File: src/design/nvs_pkg.sv
// ---------------------------------------------------------------------------
// nvs_pkg: shared types and codes of the nearest vertex search block
// Holds the field widths of the stream ports, the operation and status
// codes, and the tag that travels beside each point through the distance
// pipeline.
// ---------------------------------------------------------------------------
package nvs_pkg;

  localparam int unsigned IN_COORD_W = 14;
  localparam int unsigned IDX_OUT_W  = 10;
  localparam int unsigned DIST_OUT_W = 15;
  localparam int unsigned STAT_W     = 2;
  localparam int unsigned IN_DATA_W  = 48;
  localparam int unsigned OUT_DATA_W = 32;

  localparam logic OP_ADD   = 1'b0;
  localparam logic OP_QUERY = 1'b1;

  localparam logic [STAT_W-1:0] STAT_OK    = 2'd0;
  localparam logic [STAT_W-1:0] STAT_FULL  = 2'd1;
  localparam logic [STAT_W-1:0] STAT_EMPTY = 2'd2;

  typedef struct packed {
    logic vld;
    logic last;
  } tag_t;

endpackage

File: src/design/nvs_isqrt.sv
// ---------------------------------------------------------------------------
// nvs_isqrt: pipelined integer square root
// Restoring square root that settles one result bit per stage.
// ---------------------------------------------------------------------------
module nvs_isqrt #(
  parameter int unsigned RAD_W = 30
) (
  input  logic                  clk,
  input  logic                  rst_n,
  input  nvs_pkg::tag_t         tag_in,
  input  logic [RAD_W-1:0]      radicand,
  output nvs_pkg::tag_t         tag_out,
  output logic [RAD_W/2-1:0]    root
);

  localparam int unsigned RW    = RAD_W / 2;
  localparam int unsigned REM_W = RW + 2;

  logic [REM_W-1:0]  rem_r  [RW];
  logic [RW-1:0]     root_r [RW];
  logic [RAD_W-1:0]  rad_r  [RW];
  nvs_pkg::tag_t     tag_r  [RW];

  for (genvar i = 0; i < RW; i++) begin : g_stage
    logic [REM_W-1:0] rem_p;
    logic [RW-1:0]    root_p;
    logic [RAD_W-1:0] rad_p;
    logic [REM_W-1:0] rem_sh;
    logic [REM_W-1:0] trial;
    logic             ge;

    if (i == 0) begin : g_first
      assign rem_p  = '0;
      assign root_p = '0;
      assign rad_p  = radicand;
    end else begin : g_next
      assign rem_p  = rem_r[i-1];
      assign root_p = root_r[i-1];
      assign rad_p  = rad_r[i-1];
    end

    assign rem_sh = {rem_p[REM_W-3:0], rad_p[RAD_W-1:RAD_W-2]};
    assign trial  = {root_p, 2'b01};
    assign ge     = (rem_sh >= trial);

    always_ff @(posedge clk) begin
      rem_r[i]  <= ge ? (rem_sh - trial) : rem_sh;
      root_r[i] <= {root_p[RW-2:0], ge};
      rad_r[i]  <= {rad_p[RAD_W-3:0], 2'b00};
    end

    if (i == 0) begin : g_tag_first
      always_ff @(posedge clk) begin
        if (!rst_n) begin
          tag_r[i] <= '0;
        end else begin
          tag_r[i] <= tag_in;
        end
      end
    end else begin : g_tag_next
      always_ff @(posedge clk) begin
        if (!rst_n) begin
          tag_r[i] <= '0;
        end else begin
          tag_r[i] <= tag_r[i-1];
        end
      end
    end
  end

  assign tag_out = tag_r[RW-1];
  assign root    = root_r[RW-1];

endmodule

File: config.mk
export PLATFORM = sky130hd
export DESIGN_NAME = nvs_isqrt
export DESIGN_NICKNAME = d
export VERILOG_FILES = /design/src/design/nvs_pkg.sv /design/src/design/nvs_isqrt.sv
export SDC_FILE = /design/constraint.sdc
export NUM_CORES = 1
export LEC_CHECK = 0
export ABC_CLOCK_PERIOD_IN_PS = 6150
export BUFFER_PORTS_ARGS = -buffer_cell sky130_fd_sc_hd__buf_2
export CAP_MARGIN = 20
export CELL_PAD_IN_SITES_DETAIL_PLACEMENT = 1
export CELL_PAD_IN_SITES_GLOBAL_PLACEMENT = 2
export CORE_MARGIN = 3
export CORE_UTILIZATION = 47
export CTS_BUF_LIST = sky130_fd_sc_hd__clkbuf_4
export CTS_CLUSTER_DIAMETER = 30
export DETAILED_ROUTE_END_ITERATION = 8
export PLACE_DENSITY_LB_ADDON = 0.1
export SLEW_MARGIN = 20
export SYNTH_ARGS = -nofsm -noshare
export SYNTH_HDL_FRONTEND = slang
export SYNTH_SLANG_ARGS = --single-unit
File: constraint.sdc
create_clock -name clk -period 6.15 [get_ports clk]
set_input_delay 0.3075 -clock clk [delete_from_list [all_inputs] [get_ports clk]]
set_output_delay 0.3075 -clock clk [all_outputs]
set_load 0.05 [all_outputs]
* Word-level counts from Yosys, hierarchy flattened
Memories as Yosys holds them, arrays and structs flattened.
Cells that the tools add are included.
** Cells by class
- Muxes and demuxes :: 32
- $add $sub $neg :: 15
- Order comparisons :: 15
- Bitwise logic cells :: 15
** Operator list (number)
- two-way mux 17 bit :: 15
- greater-or-equal comparator 17 bit :: 14
- subtractor 17 bit :: 14
- two-way mux 2 bit :: 15
- bitwise OR 1 bit :: 15
- subtractor 2 x 1 -> 3 bit, second input constant :: 1
- greater-or-equal comparator 2 x 1 -> 1 bit, second input constant :: 1
- two-way mux 1 bit :: 2
** Storage, ports and cells
- Memories kept :: 4
- Memory bits (writable) :: 930
- Flip-flop bits (word level) :: 0
- Output and inout bits :: 17
- Word-level logic and storage cells :: 81
** Memory list
- rad_r :: words 15, bits a word 28, read ports 14, clocked after memory_dff 0, write ports 15, line nvs_isqrt.sv:21 : logic [RAD_W-1:0] rad_r [RW];
- rem_r :: words 15, bits a word 17, read ports 14, clocked after memory_dff 0, write ports 15, line nvs_isqrt.sv:19 : logic [REM_W-1:0] rem_r [RW];
- root_r :: words 15, bits a word 15, read ports 15, clocked after memory_dff 0, write ports 15, line nvs_isqrt.sv:20 : logic [RW-1:0] root_r [RW];
- tag_r :: words 15, bits a word 2, read ports 15, clocked after memory_dff 0, write ports 15, line nvs_isqrt.sv:22 : nvs_pkg::tag_t tag_r [RW];

* Depth between registers and ports, before layout
An unclocked memory read counts as a cell.
- Depth after elaboration :: 3
- Mapped depth :: 11

* Worst setup path before layout
No wires, ideal clock.
- Path type :: flip-flop to flip-flop
- Start :: memory root_r[1][60] (netlist name)
- End :: memory rem_r[1][87] (netlist name)
- Library setup time :: 121 ps
- Path buffers :: 0
- Stages on the path, launching flop included :: 9
- Data arrival time :: 2231 ps
- Setup slack :: 3798 ps
- Required time :: 6029 ps
- Path through :: dfxtp_1 > inv_1 > ha_1 > o21a_1 > o22ai_1 > a211oi_1 > a21oi_1 > a21oi_2 > mux2_2
** RTL lines (line)
- from (decl) :: nvs_isqrt.sv:20
- to (decl) :: nvs_isqrt.sv:19

==> flow_metrics.tcl <==
set metrics [dict create \
    path_delay_family "compound AO/OA/AOI/OAI gates" \
    holdCritPathClass "primary input to register" \
    die-area_mm2 0.0438 \
    gr-usage-all-layers_pct 18.7 \
    rows 73 \
    place_area_mm2 0.0202 \
    setup_tns_ns 0 \
    vias 13000 \
    first_iter_violations 353 \
    clk_latency_ns 0.85 \
    fillCellCount 4458 \
    synth_cell_type_count 65 \
    htreeDepth 4 \
    grt_antenna_before_repair 1 \
    synth_edf_count 0 \
    outcome "complete, no violations" \
    cts_setup_buffers 0 \
    clk_pin_slew_worst_paths_ns 0.07 \
    grt-ovfl-total 0 \
    crit_path_cell_trace "inv_1 -> ha_1 -> o21a_1 -> o22ai_1 -> a211oi_1 -> a21oi_1 -> a21oi_2 -> mux2_2" \
    p_per_area_mw_per_mm2 448 \
    reg2reg_slack_ns 2.92 \
    tightest_slew_ns 1.05 \
    synthCells 1806 \
    hold_buffers 40 \
    place_congestion 0.860 \
    ys_async_sr_fraction_pct 0 \
    slew_violations 0 \
    grt_use_met1_pct 23.3 \
    initial_core_util_pct 48.2 \
    core_mm2 0.0403 \
    required_ns 6.85 \
    final_area_mm2 0.0226 \
    grt_pass1_wl_um 67600 \
    cts.path.max_buffers 3 \
    grt_pass1_vias 14100 \
    grt_max_degree 31 \
    tritoncts "built" \
    cap_violations 0 \
    fin_nets 2194 \
    drt-vias-per-instance 4.88 \
    ios 51 \
    skew_ns 0.0509 \
    cp.buffers_inverters 1 \
    p_leak_nw 10.8 \
    route.detailed.drc 0 \
    syn-cell-area_mm2 0.0194 \
    numPortBuffers 50 \
    drt-pass1-iter-count 5 \
    crit_path_start_kind "register" \
    area_growth_pct 16.3 \
    grtUsageMet2_pct 31.3 \
    ys_seq_area_share_pct 57.2 \
    hold_viol 0 \
    grt_use_met3_pct 5.01 \
    drive_gt1_share_pct 16.2 \
    synth_ff_type "dfxtp_1" \
    yosys_warnings 0 \
    clock_sinks 555 \
    place_hpwl_um 28800 \
    setup_viol_count_final 0 \
    ant_nets 0 \
    worstPathArrival_ns 3.93 \
    crit_slowest_cell "a21oi_2" \
    chipWidth_um 209 \
    avgSynthCellArea_um2 10.7 \
    timing.final.crit_share_pct 52.5 \
    die_h_um 209 \
    path_max_fanout 19 \
    post_cts_resize_count 0 \
    ir_worst_vdd_v 0.000232 \
    root_buffer "clkbuf_4" \
    end_kind "register" \
    rsz0062_at_grt "false" \
    period_minus_slack_ns 3.23 \
    cpPeakStageDelay_ns 0.84 \
    synth.net_count 1974 \
    totalWireLength_um 39900 \
    cts_buffers 148 \
    synth_seq_cells 555 \
    max_freq_mhz 310 \
    crit_type "register to register" \
    wl_per_cell_um 15.0 \
    grt-busiest-layer "met2" \
    maxSlewHeadroom_pct 29.7 \
]
## cell usage after synthesis (13+ instances only)
master,instances,area share [%]
nand3_1,16,0.41
nand2b_1,20,0.64
and2_1,37,1.2
o21bai_1,13,0.50
xnor2_1,66,3.0
inv_1,167,3.2
nand2_1,83,1.6
xor2_1,67,3.0
dfxtp_1,555,57
o21a_1,35,1.4
nor4_1,21,0.68
nor2b_1,31,1.0
a21o_1,23,0.89
a21oi_1,84,2.2
o31ai_1,13,0.50
mux2_2,42,2.4
o21ai_0,75,1.9
ha_1,134,8.6
or3_1,16,0.52
nor2_1,107,2.1
nand4_1,16,0.52
nor3_1,45,1.2
## metal layers
metal,share of wire [%],wire length (um),up-vias
met5,0,0,-
met4,2.0,787,0
met3,4.1,1620,69
met2,47,19000,190
met1,46,18600,6092
li1,-,-,6628
## cell type report
type,count,area [um2],area share [%]
sequential,555,11100,49.2
multi-input combinational,1060,7560,33.5
clock buffer,194,1460,6.45
timing repair buffer,94,681,3.01
tap,525,657,2.91
inverter,167,627,2.78
clock inverter,64,488,2.16
antenna,1,2.50,0.0111
## worst paths after layout
check                                endpoint     startpoint  cells after the start
worst min register to register  rad_r[0][192]  rad_r[0][162]                      0
worst min-delay path              rad_r[0][1]    radicand[1]                      2
worst max-delay path             rem_r[1][96]  root_r[1][60]                      8
worst max register to register   rem_r[1][96]  root_r[1][60]                      8
## report_power, final
| group | internal, mW | switching, mW |
|---|---|---|
| Sequential | 4.25 | 0.417 |
| Clock | 1.79 | 1.48 |
| Combinational | 1.01 | 1.17 |
## sequential cells by signal, summed over array words and instances (netlist names)
register	count
root_r	120
rad_r	210
rem_r	195
tag_r	30
## cell families after synthesis
family / synth area share [%]
compound gates: 10.2
xor+xnor: 6.00
fa+ha+maj: 8.64
buf+inv: 3.82
simple gates: 11.4
mux: 2.75
other cells: 0.0193
flops: 57.2
## worst reg2reg max path, stage by stage (launching register included)
cell,delay (ns)
dfxtp_1,0.33
inv_1,0.04
ha_1,0.33
o21a_1,0.18
o22ai_1,0.14
a211oi_1,0.59
a21oi_1,0.24
a21oi_2,0.84
mux2_2,0.42
## layout by cell type (no fill, tap or decap), types with 45 or more instances in the layout
cell type	synthesis	routed
dfxtp_1	555	555
ha_1	134	134
nor3_1	45	45
clkbuf_4	0	194
buf_2	10	50
o21ai_0	75	75
nand2_1	83	83
xor2_1	67	67
nor2_1	107	107
a21oi_1	84	84
xnor2_1	66	66
inv_1	167	167
## stage by stage
| step | worst slack, ns | total power, mW | std cells | util (%) | hold WS, ns |
|---|---|---|---|---|---|
| 2_1_floorplan | 3.80 | 6.31 | 1806 | - | 0.310 |
| 3_3_place_gp | 3.01 | 6.82 | 2361 | 50.2 | 0.309 |
| 3_5_place_dp | 2.97 | 6.91 | 2361 | 50.2 | 0.313 |
| 4_1_cts | 2.92 | 10.3 | 2659 | 56.1 | 0.00107 |
| 5_1_grt | 2.70 | 10.8 | 2660 | 56.1 | 0.00125 |
| 6_report | 2.92 | 10.1 | 2660 | 56.1 | 0.108 |
No activity file was read; power rests on OpenSTA's default activity.
