==> src/design/nvs_pkg.sv <==
// ---------------------------------------------------------------------------
// nvs_pkg: shared types and codes of the nearest vertex search block
// Holds the field widths of the stream ports, the operation and status
// codes, and the tag that travels beside each point through the distance
// pipeline.
// ---------------------------------------------------------------------------
package nvs_pkg;

  localparam int unsigned IN_COORD_W = 14;
  localparam int unsigned IDX_OUT_W  = 10;
  localparam int unsigned DIST_OUT_W = 15;
  localparam int unsigned STAT_W     = 2;
  localparam int unsigned IN_DATA_W  = 48;
  localparam int unsigned OUT_DATA_W = 32;

  localparam logic OP_ADD   = 1'b0;
  localparam logic OP_QUERY = 1'b1;

  localparam logic [STAT_W-1:0] STAT_OK    = 2'd0;
  localparam logic [STAT_W-1:0] STAT_FULL  = 2'd1;
  localparam logic [STAT_W-1:0] STAT_EMPTY = 2'd2;

  typedef struct packed {
    logic vld;
    logic last;
  } tag_t;

endpackage

==> src/design/nvs_sq_dist.sv <==
// ---------------------------------------------------------------------------
// nvs_sq_dist: squared distance pipeline
// Three stages: absolute coordinate differences, squares, and their sum.
// ---------------------------------------------------------------------------
module nvs_sq_dist #(
  parameter int unsigned COORD_BITS = 14
) (
  input  logic                      clk,
  input  logic                      rst_n,
  input  nvs_pkg::tag_t             tag_in,
  input  logic [3*COORD_BITS-1:0]   point,
  input  logic [3*COORD_BITS-1:0]   query,
  output nvs_pkg::tag_t             tag_out,
  output logic [2*COORD_BITS+1:0]   sum_sq
);

  localparam int unsigned CB = COORD_BITS;

  logic [CB-1:0]     ad_r [3];
  logic [2*CB-1:0]   sq_r [3];
  logic [2*CB+1:0]   sum_r;
  nvs_pkg::tag_t     tag_r [3];
  logic [CB-1:0]     ad_nxt [3];

  always_comb begin
    logic signed [CB:0] a;
    logic signed [CB:0] b;
    logic signed [CB:0] d;
    logic [CB:0]        m;
    for (int k = 0; k < 3; k++) begin
      a = $signed({point[k*CB+CB-1], point[k*CB +: CB]});
      b = $signed({query[k*CB+CB-1], query[k*CB +: CB]});
      d = a - b;
      m = d[CB] ? (~d + 1'b1) : d;
      ad_nxt[k] = m[CB-1:0];
    end
  end

  always_ff @(posedge clk) begin
    for (int k = 0; k < 3; k++) begin
      ad_r[k] <= ad_nxt[k];
      sq_r[k] <= ad_r[k] * ad_r[k];
    end
    sum_r <= (2*CB+2)'(sq_r[0]) + (2*CB+2)'(sq_r[1]) + (2*CB+2)'(sq_r[2]);
  end

  always_ff @(posedge clk) begin
    if (!rst_n) begin
      for (int k = 0; k < 3; k++) begin
        tag_r[k] <= '0;
      end
    end else begin
      tag_r[0] <= tag_in;
      tag_r[1] <= tag_r[0];
      tag_r[2] <= tag_r[1];
    end
  end

  assign tag_out = tag_r[2];
  assign sum_sq  = sum_r;

endmodule

==> config.mk <==
export PLATFORM = sky130hd
export DESIGN_NAME = nvs_sq_dist
export DESIGN_NICKNAME = d
export VERILOG_FILES = /design/src/design/nvs_pkg.sv /design/src/design/nvs_sq_dist.sv
export SDC_FILE = /design/constraint.sdc
export NUM_CORES = 1
export LEC_CHECK = 0
export BUFFER_PORTS_ARGS = -buffer_cell sky130_fd_sc_hd__buf_2
export CORE_MARGIN = 5
export CORE_UTILIZATION = 55
export DETAILED_ROUTE_END_ITERATION = 10
export PLACE_DENSITY = 0.75
export SLEW_MARGIN = 40
export SYNTH_ARGS = -nofsm -noshare
export SYNTH_HDL_FRONTEND = slang
export SYNTH_SLANG_ARGS = --single-unit
==> constraint.sdc <==
create_clock -name clk -period 18.7 [get_ports clk]
set_input_delay 0 -clock clk [delete_from_list [all_inputs] [get_ports clk]]
set_output_delay 0 -clock clk [all_outputs]
set_load 0.02 [all_outputs]
Word-level counts from Yosys, hierarchy flattened
Memory sizes are Yosys's and may differ from the RTL's.
Cells that the tools add are included.
{"block": "classes", "n_addsub": 8, "multipliers": 3, "mux": 8, "n_bitwise": 6}
{"cell": "$mul 14x14->28", "n": 3}
{"cell": "$sub 14x14->15", "n": 3}
{"cell": "$add 14x1->14 const B", "n": 3}
{"cell": "$mux 14", "n": 3}
{"cell": "$not 14->14", "n": 3}
{"cell": "$add 29x28->30", "n": 1}
{"cell": "$add 28x28->29", "n": 1}
{"cell": "$mux 2", "n": 3}
{"cell": "$or 1x1->1", "n": 3}
{"cell": "$mux 1", "n": 2}
{"block": "totals", "ff_bits": 30, "ramBits": 132, "input_bits": 88, "output_inout_bits": 32, "wordCells": 29, "mem_count": 3}
{"name": "sq_r", "depth": 3, "word_bits": 28, "read_ports": 3, "rd_ports_with_merged_regs": 0, "wr": 3, "line_no": "nvs_sq_dist.sv:20", "rtl": "logic [2*CB-1:0] sq_r [3];"}
{"name": "ad_r", "depth": 3, "word_bits": 14, "read_ports": 3, "rd_ports_with_merged_regs": 0, "wr": 3, "line_no": "nvs_sq_dist.sv:19", "rtl": "logic [CB-1:0] ad_r [3];"}
{"name": "tag_r", "depth": 3, "word_bits": 2, "read_ports": 3, "rd_ports_with_merged_regs": 0, "wr": 3, "line_no": "nvs_sq_dist.sv:22", "rtl": "nvs_pkg::tag_t tag_r [3];"}

Logic depth before layout (Yosys ltp)
Gate-level depths: netlist of run 1.
{"block": "logic_depth", "ltp_word": 4, "depth_mapped": 25}

Worst setup path after synthesis of run 1
Ideal clock, no wire load.
{"block": "synth_timing", "path_type": "register -> register", "start": "memory ad_r[0][33] in the netlist's numbering", "end": "memory sq_r[0][82] in the netlist's numbering", "setup_ns": 0.072, "arrival_ns": 6.085, "slack_ns": 12.543, "path_stages_with_launch": 23, "n_path_buf": 1, "period_less_slack_ns": 6.157, "cell_sequence": "dfxtp_1 clkbuf_1 nand2_1 fa_1 fa_1 inv_1 fa_1 inv_1 fa_1 inv_1 fa_1 inv_1 fa_1 inv_1 ha_1 or3_1 o211a_1 a221o_1 a41oi_1 o211ai_1 a31o_1 a21oi_1 xnor2_1"}
{"item": "start: declaration", "line_no": "nvs_sq_dist.sv:19"}
{"item": "end: declaration", "line_no": "nvs_sq_dist.sv:20"}

==> results.sh, run 1 <==
export IMPL_cp_top_family="adder cells"
export IMPL_finalCriticalPeriod_ns=6.58
export IMPL_finalMaxSlewViolations=0
export IMPL_grt_max_degree=18
export IMPL_cts_tree="done"
export IMPL_maxCapViolations=0
export IMPL_grt_pass1_wl_um=90500
export IMPL_dp_hpwl_um=43800
export IMPL_timing_final_crit_share_pct=35.2
export IMPL_worst_slew_pin_slew_ns=0.782
export IMPL_setup_viol=0
export IMPL_slew_headroom_pct=47.8
export IMPL_worstReg2RegStart="ad_r[0][31]"
export IMPL_ys_async_sr_fraction_pct=0
export IMPL_finalSetupTns_ns=0
export IMPL_cp_data_arrival_time_ns=6.96
export IMPL_min_path_type="in -> reg"
export IMPL_cts_buffer_depth=2
export IMPL_hold_violations=0
export IMPL_fp_dieW_um=221
export IMPL_synth_distinct_cells=76
export IMPL_syn_area_um2=24500
export IMPL_rr_worst_depth=23
export IMPL_yosysSeqAreaShare_pct=13.0
export IMPL_io_buffers=119
export IMPL_post_cts_buffers=0
export IMPL_htreeDepth=4
export IMPL_critPathMaxFanout=17
export IMPL_status="complete, no violations"
export IMPL_syn2layout_area_growth_pct=7.19
export IMPL_yosysTopAreaCell="fa_1"
export IMPL_mostFrequentLayoutCell="inv_1"
export IMPL_worstPathCellList="nand2_1, xnor2_1, ha_1, a31oi_1, fa_1, inv_1, fa_1, inv_1, fa_1, inv_1, fa_1, inv_1, fa_1, inv_1, ha_1, or3_1, o211a_1, a221o_1, a41oi_1, o211ai_1, a31o_1, a21oi_1, xnor2_1"
export IMPL_crit_required_ns=19.08
export IMPL_die_h_um=221
export IMPL_insertion_delay_ns=0.44
export IMPL_syn_mean_instance_area_um2=9.08
export IMPL_layout_common_cells="602 x inv_1, 373 x fa_1, 343 x ha_1"
export IMPL_drc=0
export IMPL_met3_usage_pct=2.76
export IMPL_overflow=0
export IMPL_slowest_stage="dfxtp_1"
export IMPL_ys_warn_count=0
export IMPL_numCtsBuffers=17
export IMPL_ys_ff_latch=159
export IMPL_timing_rr_end="sq_r[0][82]"
export IMPL_finalClockSkew_ns=0.0152
export IMPL_synth_top_area_share_pct=30.5
export IMPL_die_area_um2=48900
export IMPL_cp_end_kind="flop"
export IMPL_rrSetupSlack_ns=12.12
export IMPL_synth_flop_cell="dfxtp_1"
export IMPL_antenna_found_initial=0
export IMPL_critPathLaunchType="flop"
export IMPL_met2_usage_pct=39.6
export IMPL_max_freq_mhz=152
export IMPL_crit_buf_inv=5
export IMPL_fill_cells=3778
export IMPL_syn_inst=2699
export IMPL_diodes=0
export IMPL_antenna_left=0
export IMPL_slowest_delay_ns=0.68
export IMPL_cp_startpoint="ad_r[0][31]"
export IMPL_path_clk_slew_ns=0.07
export IMPL_coreArea_um2=44100
export IMPL_io_pin_count=120
export IMPL_wl_per_cell_um=15.2
export IMPL_wl_um=51600
export IMPL_gp_congestion=0.900
export IMPL_grt_usage_pct=21.8
export IMPL_netlist_top_cells_area="fa_1 30%, ha_1 18%, dfxtp_1 13%"
export IMPL_path_class="reg -> reg"
export IMPL_start_util_pct=55.6
export IMPL_dr_pass1_iters=7
export IMPL_num_rows=77
export IMPL_crit_end="sq_r[0][82]"
export IMPL_grt_pass1_vias=19600
export IMPL_met1_usage_pct=27.9
export IMPL_rsz0062_at_grt="no"
export IMPL_routed_via_density=5.31
export IMPL_cts_root_buf="clkbuf_16"
export IMPL_drive_gt1_share_pct=6.24
export IMPL_vias=18100
export IMPL_clock_sinks=159
export IMPL_grt_busiest_layer="met2"
export IMPL_synth_edff_count=0
export IMPL_critical_path_depth=23
export IMPL_drt_iter0_drc=951
export IMPL_final_nets=3598
synthesized netlist by cell type (3+ instances only):
master	instances
nor3b_1	5
nor3_1	26
a31oi_1	21
and3_1	15
o21bai_1	22
mux2i_1	3
o31a_1	5
xor2_1	54
nor4_1	5
o22ai_1	5
o221ai_1	3
o31ai_1	8
ha_1	343
or3_1	11
a21oi_1	103
mux2_2	5
nor2b_1	28
nand3_1	28
a31o_1	4
nor2_1	96
nand2b_1	13
inv_1	602
nand3b_1	4
o21ai_1	22
o2111ai_1	3
clkbuf_1	52
o211ai_1	6
o21a_1	23
a21boi_0	3
nand4_1	14
and2_1	99
a31o_2	6
dfxtp_1	159
a211oi_1	15
or4_1	4
or2_2	6
a2111o_1	3
fa_1	373
xnor2_1	133
a21o_1	53
nand2_1	233
o21ai_0	37
or2_1	4
logic make-up after synthesis:
| family | Yosys count | synth area share (%) |
|---|---|---|
| buf+inv | 658 | 10.1 |
| flops | 159 | 13.0 |
| mux | 9 | 0.398 |
| other cells | 1 | 0.0153 |
| compound gates | 368 | 9.84 |
| fa+ha+maj | 716 | 48.0 |
| simple gates | 600 | 11.9 |
| xor+xnor | 188 | 6.79 |
flip-flops by register name, indices dropped and copies added (netlist names):
signal	flops
ad_r	42
sum_sq	30
tag_r	6
sq_r	81
worst reg2reg max path: cells and delay by family (launching register included):
family	cells	cell delay, ns
DFF	1	0.68
buffers and inverters	5	0.24
AOI/OAI and AO/OA	7	1.67
and+or+nand+nor	2	0.62
adders and majority gates	7	2.96
xor gates and xnor gates	2	0.37
how the worst min path moves through the flow:
stage / start / to / slack (ns) / depth (start not counted)
5_1_grt: point[28] / ad_r[0][28] / 0.03 / 4
3_3_place_gp: tag_in[1] / tag_r[0][1] / 0.22 / 2
3_5_place_dp: tag_in[1] / tag_r[0][1] / 0.22 / 2
6_report: point[28] / ad_r[0][28] / 0.009 / 4
2_1_floorplan: rst_n / tag_r[0][0] / 0.12 / 1
4_1_cts: point[12] / ad_r[0][13] / 0.003 / 4
repair_timing:
action                    4_1_cts  5_1_grt
hold endpoints to repair        9        0
resized for setup               0        0
hold buffers                   10        0
metrics by stage:
step	area (µm²)	util [%]	setup slack [ns]	cells	hold slack (ns)
after CTS	26300	59.6	12.13	3398	0.00256
after global routing	26300	59.6	11.77	3398	0.0281
after floorplan	24500	-	12.54	2701	0.122
after detailed placement	25600	58.1	12.17	3357	0.217
final	26300	59.6	12.12	3398	0.00861
after global placement	25600	58.1	12.36	3357	0.216
cell type report:
cell class	count	area (µm²)	area share, %
Multi-Input combinational cell	1884	18900	71.8
Timing Repair Buffer	129	696	2.65
Tap cell	592	741	2.82
Inverter	603	2260	8.61
Sequential cell	159	3180	12.1
Clock buffer	19	433	1.65
Clock inverter	12	100	0.381
metal layers:
metal	up-vias	wire length (µm)
li1	8679	-
met1	8911	22100
met2	409	26800
met3	60	1890
met4	0	797
met5	-	0
Power of run 1 is left out: the tool's default activity adds up to more than one toggle a clock period on the data nets, which glitch-free logic cannot reach.
==> inputs of run 2 (changes only) <==
--- a/config.mk
+++ b/config.mk
@@ -5,6 +5,7 @@
 export SDC_FILE = /design/constraint.sdc
 export NUM_CORES = 1
 export LEC_CHECK = 0
+export ABC_AREA = 1
 export BUFFER_PORTS_ARGS = -buffer_cell sky130_fd_sc_hd__buf_2
 export CORE_MARGIN = 5
 export CORE_UTILIZATION = 55
==> constraint.sdc (replaced) <==
create_clock -name clk -period 6.56 [get_ports clk]
set_input_delay 0 -clock clk [delete_from_list [all_inputs] [get_ports clk]]
set_output_delay 0 -clock clk [all_outputs]
set_load 0.02 [all_outputs]
==> results.sh, run 2 <==
export IMPL_finalMaxSlewViolations=0
export IMPL_rsz0062_at_grt="no"
export IMPL_syn_mean_instance_area_um2=7.83
export IMPL_path_clk_slew_ns=0.08
export IMPL_grt_max_degree=20
export IMPL_timing_final_crit_share_pct=89.4
export IMPL_syn_inst=3299
export IMPL_syn_area_um2=25800
export IMPL_layout_common_cells="861 x inv_1, 712 x nand2_1, 373 x fa_1"
export IMPL_critPathMaxFanout=14
export IMPL_largest_reg_flops=81
export IMPL_cp_end_kind="flop"
export IMPL_drive_gt1_share_pct=5.90
export IMPL_grt_usage_pct=22.0
export IMPL_worst_slew_pin_slew_ns=0.790
export IMPL_drc=0
export IMPL_post_cts_buffers=0
export IMPL_finalCriticalPeriod_ns=5.87
export IMPL_antenna_left=0
export IMPL_die_h_um=227
export IMPL_cp_data_arrival_time_ns=6.21
export IMPL_min_path_type="in -> reg"
export IMPL_fp_dieW_um=227
export IMPL_coreArea_um2=46600
export IMPL_muxShareOfSynthArea_pct=0
export IMPL_yosysTopAreaCell="fa_1"
export IMPL_htreeDepth=4
export IMPL_ys_warn_count=0
export IMPL_dp_hpwl_um=46700
export IMPL_synth_most_common_cell="inv_1"
export IMPL_maxCapViolations=0
export IMPL_grt_pass1_wl_um=93600
export IMPL_clock_sinks=159
export IMPL_vias=20300
export IMPL_cp_startpoint="ad_r[0][3]"
export IMPL_synthTopCellsByCount="861 x inv_1, 712 x nand2_1, 373 x fa_1, 343 x ha_1, 159 x dfxtp_1"
export IMPL_insertion_delay_ns=0.46
export IMPL_path_class="reg -> reg"
export IMPL_slew_headroom_pct=47.2
export IMPL_largest_register="sq_r"
export IMPL_synth_compound_area_share_pct=6.68
export IMPL_status="complete, no violations"
export IMPL_critPathLaunchType="flop"
export IMPL_io_buffers=119
export IMPL_cts_root_buf="clkbuf_16"
export IMPL_synth_flop_cell="dfxtp_1"
export IMPL_synth_distinct_cells=44
export IMPL_cts_buffer_depth=2
export IMPL_finalSetupTns_ns=0
export IMPL_wl_per_cell_um=13.4
export IMPL_start_util_pct=55.5
export IMPL_gp_congestion=0.923
export IMPL_setup_viol=0
export IMPL_overflow=0
export IMPL_dr_pass1_iters=5
export IMPL_die_area_um2=51400
export IMPL_crit_required_ns=6.90
export IMPL_finalClockSkew_ns=0.0179
export IMPL_final_nets=4217
export IMPL_numCtsBuffers=17
export IMPL_antenna_found_initial=0
export IMPL_hold_violations=0
export IMPL_yosysSeqAreaShare_pct=12.3
export IMPL_synth_top_family_by_area="adder cells"
export IMPL_wl_um=53900
export IMPL_drt_iter0_drc=1099
export IMPL_mostFrequentLayoutCell="inv_1"
export IMPL_netlist_top_cells_area="fa_1 29%, ha_1 17%, inv_1 13%"
export IMPL_ys_ff_latch=159
export IMPL_grt_pass1_vias=20300
export IMPL_routed_via_density=5.02
export IMPL_yosys_area_share_simple_pct=16.3
export IMPL_hp_start="point[12]"
export IMPL_io_pin_count=120
export IMPL_synthXorXnorAreaFrac_pct=5.81
export IMPL_synth_adder_area_share_pct=45.5
export IMPL_num_rows=79
export IMPL_ys_async_sr_fraction_pct=0
export IMPL_cts_tree="done"
export IMPL_diodes=0
export IMPL_worstReg2RegStart="ad_r[0][3]"
export IMPL_synth_top_area_share_pct=28.9
export IMPL_fill_cells=4125
export IMPL_syn2layout_area_growth_pct=7.74
export IMPL_synth_edff_count=0
export IMPL_max_freq_mhz=170
## run 2: cell types whose count changed in the layout (fill, tap and decap cells not counted), sizes merged, moves of 14 or more
cell	change
a21o	-41
a21oi	+36
and2	-96
and3	-14
buf	+16
inv	+260
nand2	+489
nand3	+77
nor2	+48
nor2b	-28
o21a	-19
o21ai	+34
xnor2	-86
xor2	+67
## run 2: path summary, 6_finish.rpt
kind / endpoint / slack (ns) / cells after the start
setup / recovery: sq_r[0][22] / 0.69 / 23
hold / removal: ad_r[0][13] / 0.06 / 6
setup reg to reg: sq_r[0][22] / 0.69 / 23
hold reg to reg: tag_r[0][3] / 0.42 / 2
## run 2: what timing repair did
item | CTS | global route
hold endpoints to repair | 9 | 0
gates resized for setup | 0 | 0
hold buffers | 11 | 0
## run 2: critical path, cell delays in order, from the launching register on
cell and delay, ns:
dfxtp_1 0.67, nand2_1 0.21, xor2_1 0.19, inv_1 0.08, ha_1 0.13, o21bai_1 0.10, inv_1 0.07, fa_1 0.53
inv_1 0.05, fa_1 0.50, inv_1 0.06, fa_1 0.53, inv_1 0.05, fa_1 0.47, fa_1 0.48, ha_1 0.34
a21oi_1 0.18, o21ai_0 0.15, a211oi_1 0.42, o21ai_0 0.26, nand2_1 0.13, nand2_1 0.05, nand2_1 0.06, nand2_1 0.04
## run 2: kinds of logic after synthesis
kind of cell / after synthesis
buf+inv: 915
other cells: 1
xor+xnor: 169
flops: 159
compound gates: 304
simple gates: 1035
fa+ha+maj: 716
## run 2: metal layers
layer	GRT usage [%]	vias up	share of wire (%)
met4	4.87	0	1.7
met2	36.7	411	47
met1	31.0	9608	47
li1	-	10200	-
met5	0	-	0
met3	2.71	74	4.2
## run 2: final cells by class
type                            instances  area, µm²  area share [%]
Clock buffer                           17        425            1.53
Clock inverter                         15        210           0.755
Inverter                              862       3240            11.6
Multi-Input combinational cell       2227      19200            69.0
Sequential cell                       159       3180            11.4
Tap cell                              607        759            2.73
Timing Repair Buffer                  146        826            2.97
## run 2: per-stage QoR
stage	setup WS, ns	hold slack (ns)	cells	utilization [%]	cell area [µm²]
2_1_floorplan	1.18	0.0935	3301	-	25900
3_5_place_dp	0.776	0.185	3990	58.2	27100
6_report	0.694	0.0562	4033	59.8	27800
5_1_grt	0.268	0.111	4033	59.8	27800
3_3_place_gp	0.870	0.183	3990	58.2	27100
4_1_cts	0.750	0.0414	4033	59.8	27800
Power of run 2 is left out for the same reason.
==> inputs of run 3 (changes only) <==
--- a/config.mk
+++ b/config.mk
@@ -6,11 +6,12 @@
 export NUM_CORES = 1
 export LEC_CHECK = 0
 export ABC_AREA = 1
-export BUFFER_PORTS_ARGS = -buffer_cell sky130_fd_sc_hd__buf_2
 export CORE_MARGIN = 5
 export CORE_UTILIZATION = 55
+export CTS_BUF_LIST = sky130_fd_sc_hd__clkbuf_8
 export DETAILED_ROUTE_END_ITERATION = 10
-export PLACE_DENSITY = 0.75
+export DONT_BUFFER_PORTS = 1
+export PLACE_DENSITY = 0.72
 export SLEW_MARGIN = 40
 export SYNTH_ARGS = -nofsm -noshare
 export SYNTH_HDL_FRONTEND = slang
==> constraint.sdc (replaced) <==
create_clock -name clk -period 6.7 [get_ports clk]
set_input_delay 0 -clock clk [delete_from_list [all_inputs] [get_ports clk]]
set_output_delay 0 -clock clk [all_outputs]
set_load 0.02 [all_outputs]
==> results.sh, run 3 (synthesis gave the netlist of run 2 again) <==
export IMPL_overflow=0
export IMPL_insertion_delay_ns=0.52
export IMPL_coreArea_um2=46600
export IMPL_critPathLaunchType="flop"
export IMPL_critPathMaxFanout=14
export IMPL_wl_per_cell_um=13.5
export IMPL_status="complete, no violations"
export IMPL_post_route_util_pct=58.9
export IMPL_hold_violations=0
export IMPL_finalSetupTns_ns=0
export IMPL_final_nets=4138
export IMPL_fin_area_um2=27400
export IMPL_start_util_pct=55.5
export IMPL_setup_viol=0
export IMPL_maxCapViolations=0
export IMPL_timing_rr_end="sq_r[0][77]"
export IMPL_rr_worst_depth=26
export IMPL_diodes=0
export IMPL_cp_startpoint="ad_r[0][33]"
export IMPL_critical_path_depth=26
export IMPL_rrSetupSlack_ns=0.84
export IMPL_path_clk_slew_ns=0.09
export IMPL_multi_input_area_um2=19200
export IMPL_die_h_um=227
export IMPL_crit_buf_inv=8
export IMPL_timing_final_crit_share_pct=87.4
export IMPL_crit_required_ns=7.13
export IMPL_slew_headroom_pct=55.5
export IMPL_mostFrequentLayoutCell="inv_1"
export IMPL_numCtsBuffers=17
export IMPL_cp_top_family="adder cells"
export IMPL_slowest_delay_ns=0.66
export IMPL_clock_sinks=159
export IMPL_grt_pass1_vias=20400
export IMPL_dp_slack_ns=0.896
export IMPL_rsz0062_at_grt="no"
export IMPL_cpMostUsedCell="inv_1"
export IMPL_antenna_found_initial=0
export IMPL_finalMaxSlewViolations=0
export IMPL_slowest_stage="dfxtp_1"
export IMPL_die_area_um2=51400
export IMPL_cp_end_kind="flop"
export IMPL_io_buffers=0
export IMPL_antenna_left=0
export IMPL_grt_max_degree=18
export IMPL_vias=19900
export IMPL_gp_congestion=0.881
export IMPL_routed_via_density=5.04
export IMPL_grt_pass1_wl_um=94200
export IMPL_layout_common_cells="861 x inv_1, 712 x nand2_1, 373 x fa_1"
export IMPL_largest_reg_flops=81
export IMPL_path_class="reg -> reg"
export IMPL_placed_area_um2=26500
export IMPL_largest_register="sq_r"
export IMPL_num_rows=79
export IMPL_finalClockSkew_ns=0.0238
export IMPL_seq_area_um2=3180
export IMPL_grt_usage_pct=22.1
export IMPL_setup_ws_ns=0.841
export IMPL_drt_iter0_drc=1162
export IMPL_crit_end="sq_r[0][77]"
export IMPL_hp_start="query[36]"
export IMPL_syn2layout_area_growth_pct=6.13
export IMPL_dp_hpwl_um=45800
export IMPL_dr_pass1_iters=8
export IMPL_cp_data_arrival_time_ns=6.29
export IMPL_drc=0
export IMPL_finalCriticalPeriod_ns=5.86
export IMPL_htreeDepth=4
export IMPL_min_path_type="in -> reg"
export IMPL_cts_buffer_depth=2
export IMPL_drive_gt1_share_pct=2.45
export IMPL_cts_root_buf="clkbuf_8"
export IMPL_worstReg2RegStart="ad_r[0][33]"
export IMPL_cts_tree="done"
export IMPL_worst_slew_pin_slew_ns=0.667
export IMPL_max_freq_mhz=171
export IMPL_io_pin_count=120
export IMPL_wl_um=53400
export IMPL_fill_cells=4209
export IMPL_fp_dieW_um=227
-- run 3: cell count changes in the layout (fill, tap and decap cells not counted) --
cell           previous run  this run
buf_4                    16        15
inv_8                     2         4
inv_12                    1         0
buf_2                   119         0
dlygate4sd3_1            11        52
clkinvlp_4                0         2
clkbuf_16                17         0
clkinv_8                  6         2
clkbuf_8                  0        18
-- run 3: layout make-up --
| class | instances | area share [%] |
|---|---|---|
| clock buffers | 18 | 0.903 |
| well taps | 607 | 2.77 |
| inverters | 862 | 11.8 |
| repair buffers | 67 | 2.31 |
| multi-input cells | 2227 | 70.0 |
| clock inverters | 14 | 0.607 |
| flip-flops and latches | 159 | 11.6 |
-- run 3: how the worst min path moves through the flow --
stage                        to  slack (ns)  cells past startpoint
floorplan           tag_r[0][0]        0.09                      2
global route        ad_r[0][16]        0.06                      3
finish              ad_r[0][36]        0.05                      5
CTS                 ad_r[0][36]       0.002                      5
global placement    tag_r[0][2]         0.1                      2
detailed placement  tag_r[0][0]        0.11                      2
-- run 3: timing repair --
item / 4_1_cts / 5_1_grt
hold buffers: 52 / 0
endpoints found under the hold margin: 36 / 0
buffers inserted: 0 / 0
gates resized for setup: 0 / 0
-- run 3: worst register-to-register path, cell delays in order, from the launching register on --
cell and delay [ns]:
dfxtp_1 0.66, nand2_1 0.20, xor2_1 0.18, inv_1 0.08
ha_1 0.13, o21bai_1 0.10, inv_1 0.07, fa_1 0.54
inv_1 0.05, fa_1 0.49, inv_1 0.06, fa_1 0.52
inv_1 0.05, fa_1 0.47, inv_1 0.05, fa_1 0.49
inv_1 0.04, ha_1 0.37, nand2_1 0.12, nor2_1 0.16
inv_1 0.07, nor3_1 0.13, a21oi_1 0.12, o21ai_0 0.33
nand2_1 0.09, nand2_1 0.08, xor2_1 0.13
-- run 3: per-layer routing --
layer,GRT usage [%],part of all wire (%),vias up
met5,0,0,-
met4,4.41,1.4,0
met3,2.59,4.5,63
met2,36.3,47,443
met1,31.8,48,9429
li1,-,-,9988
-- run 3: stage by stage --
step / hold slack (ns) / instances
after detailed placement: 0.106 / 3870
after CTS: 0.00166 / 3954
final: 0.0479 / 3954
after floorplan: 0.0935 / 3301
after global placement: 0.0955 / 3870
after global routing: 0.0558 / 3954
Power of run 3 is left out for the same reason.
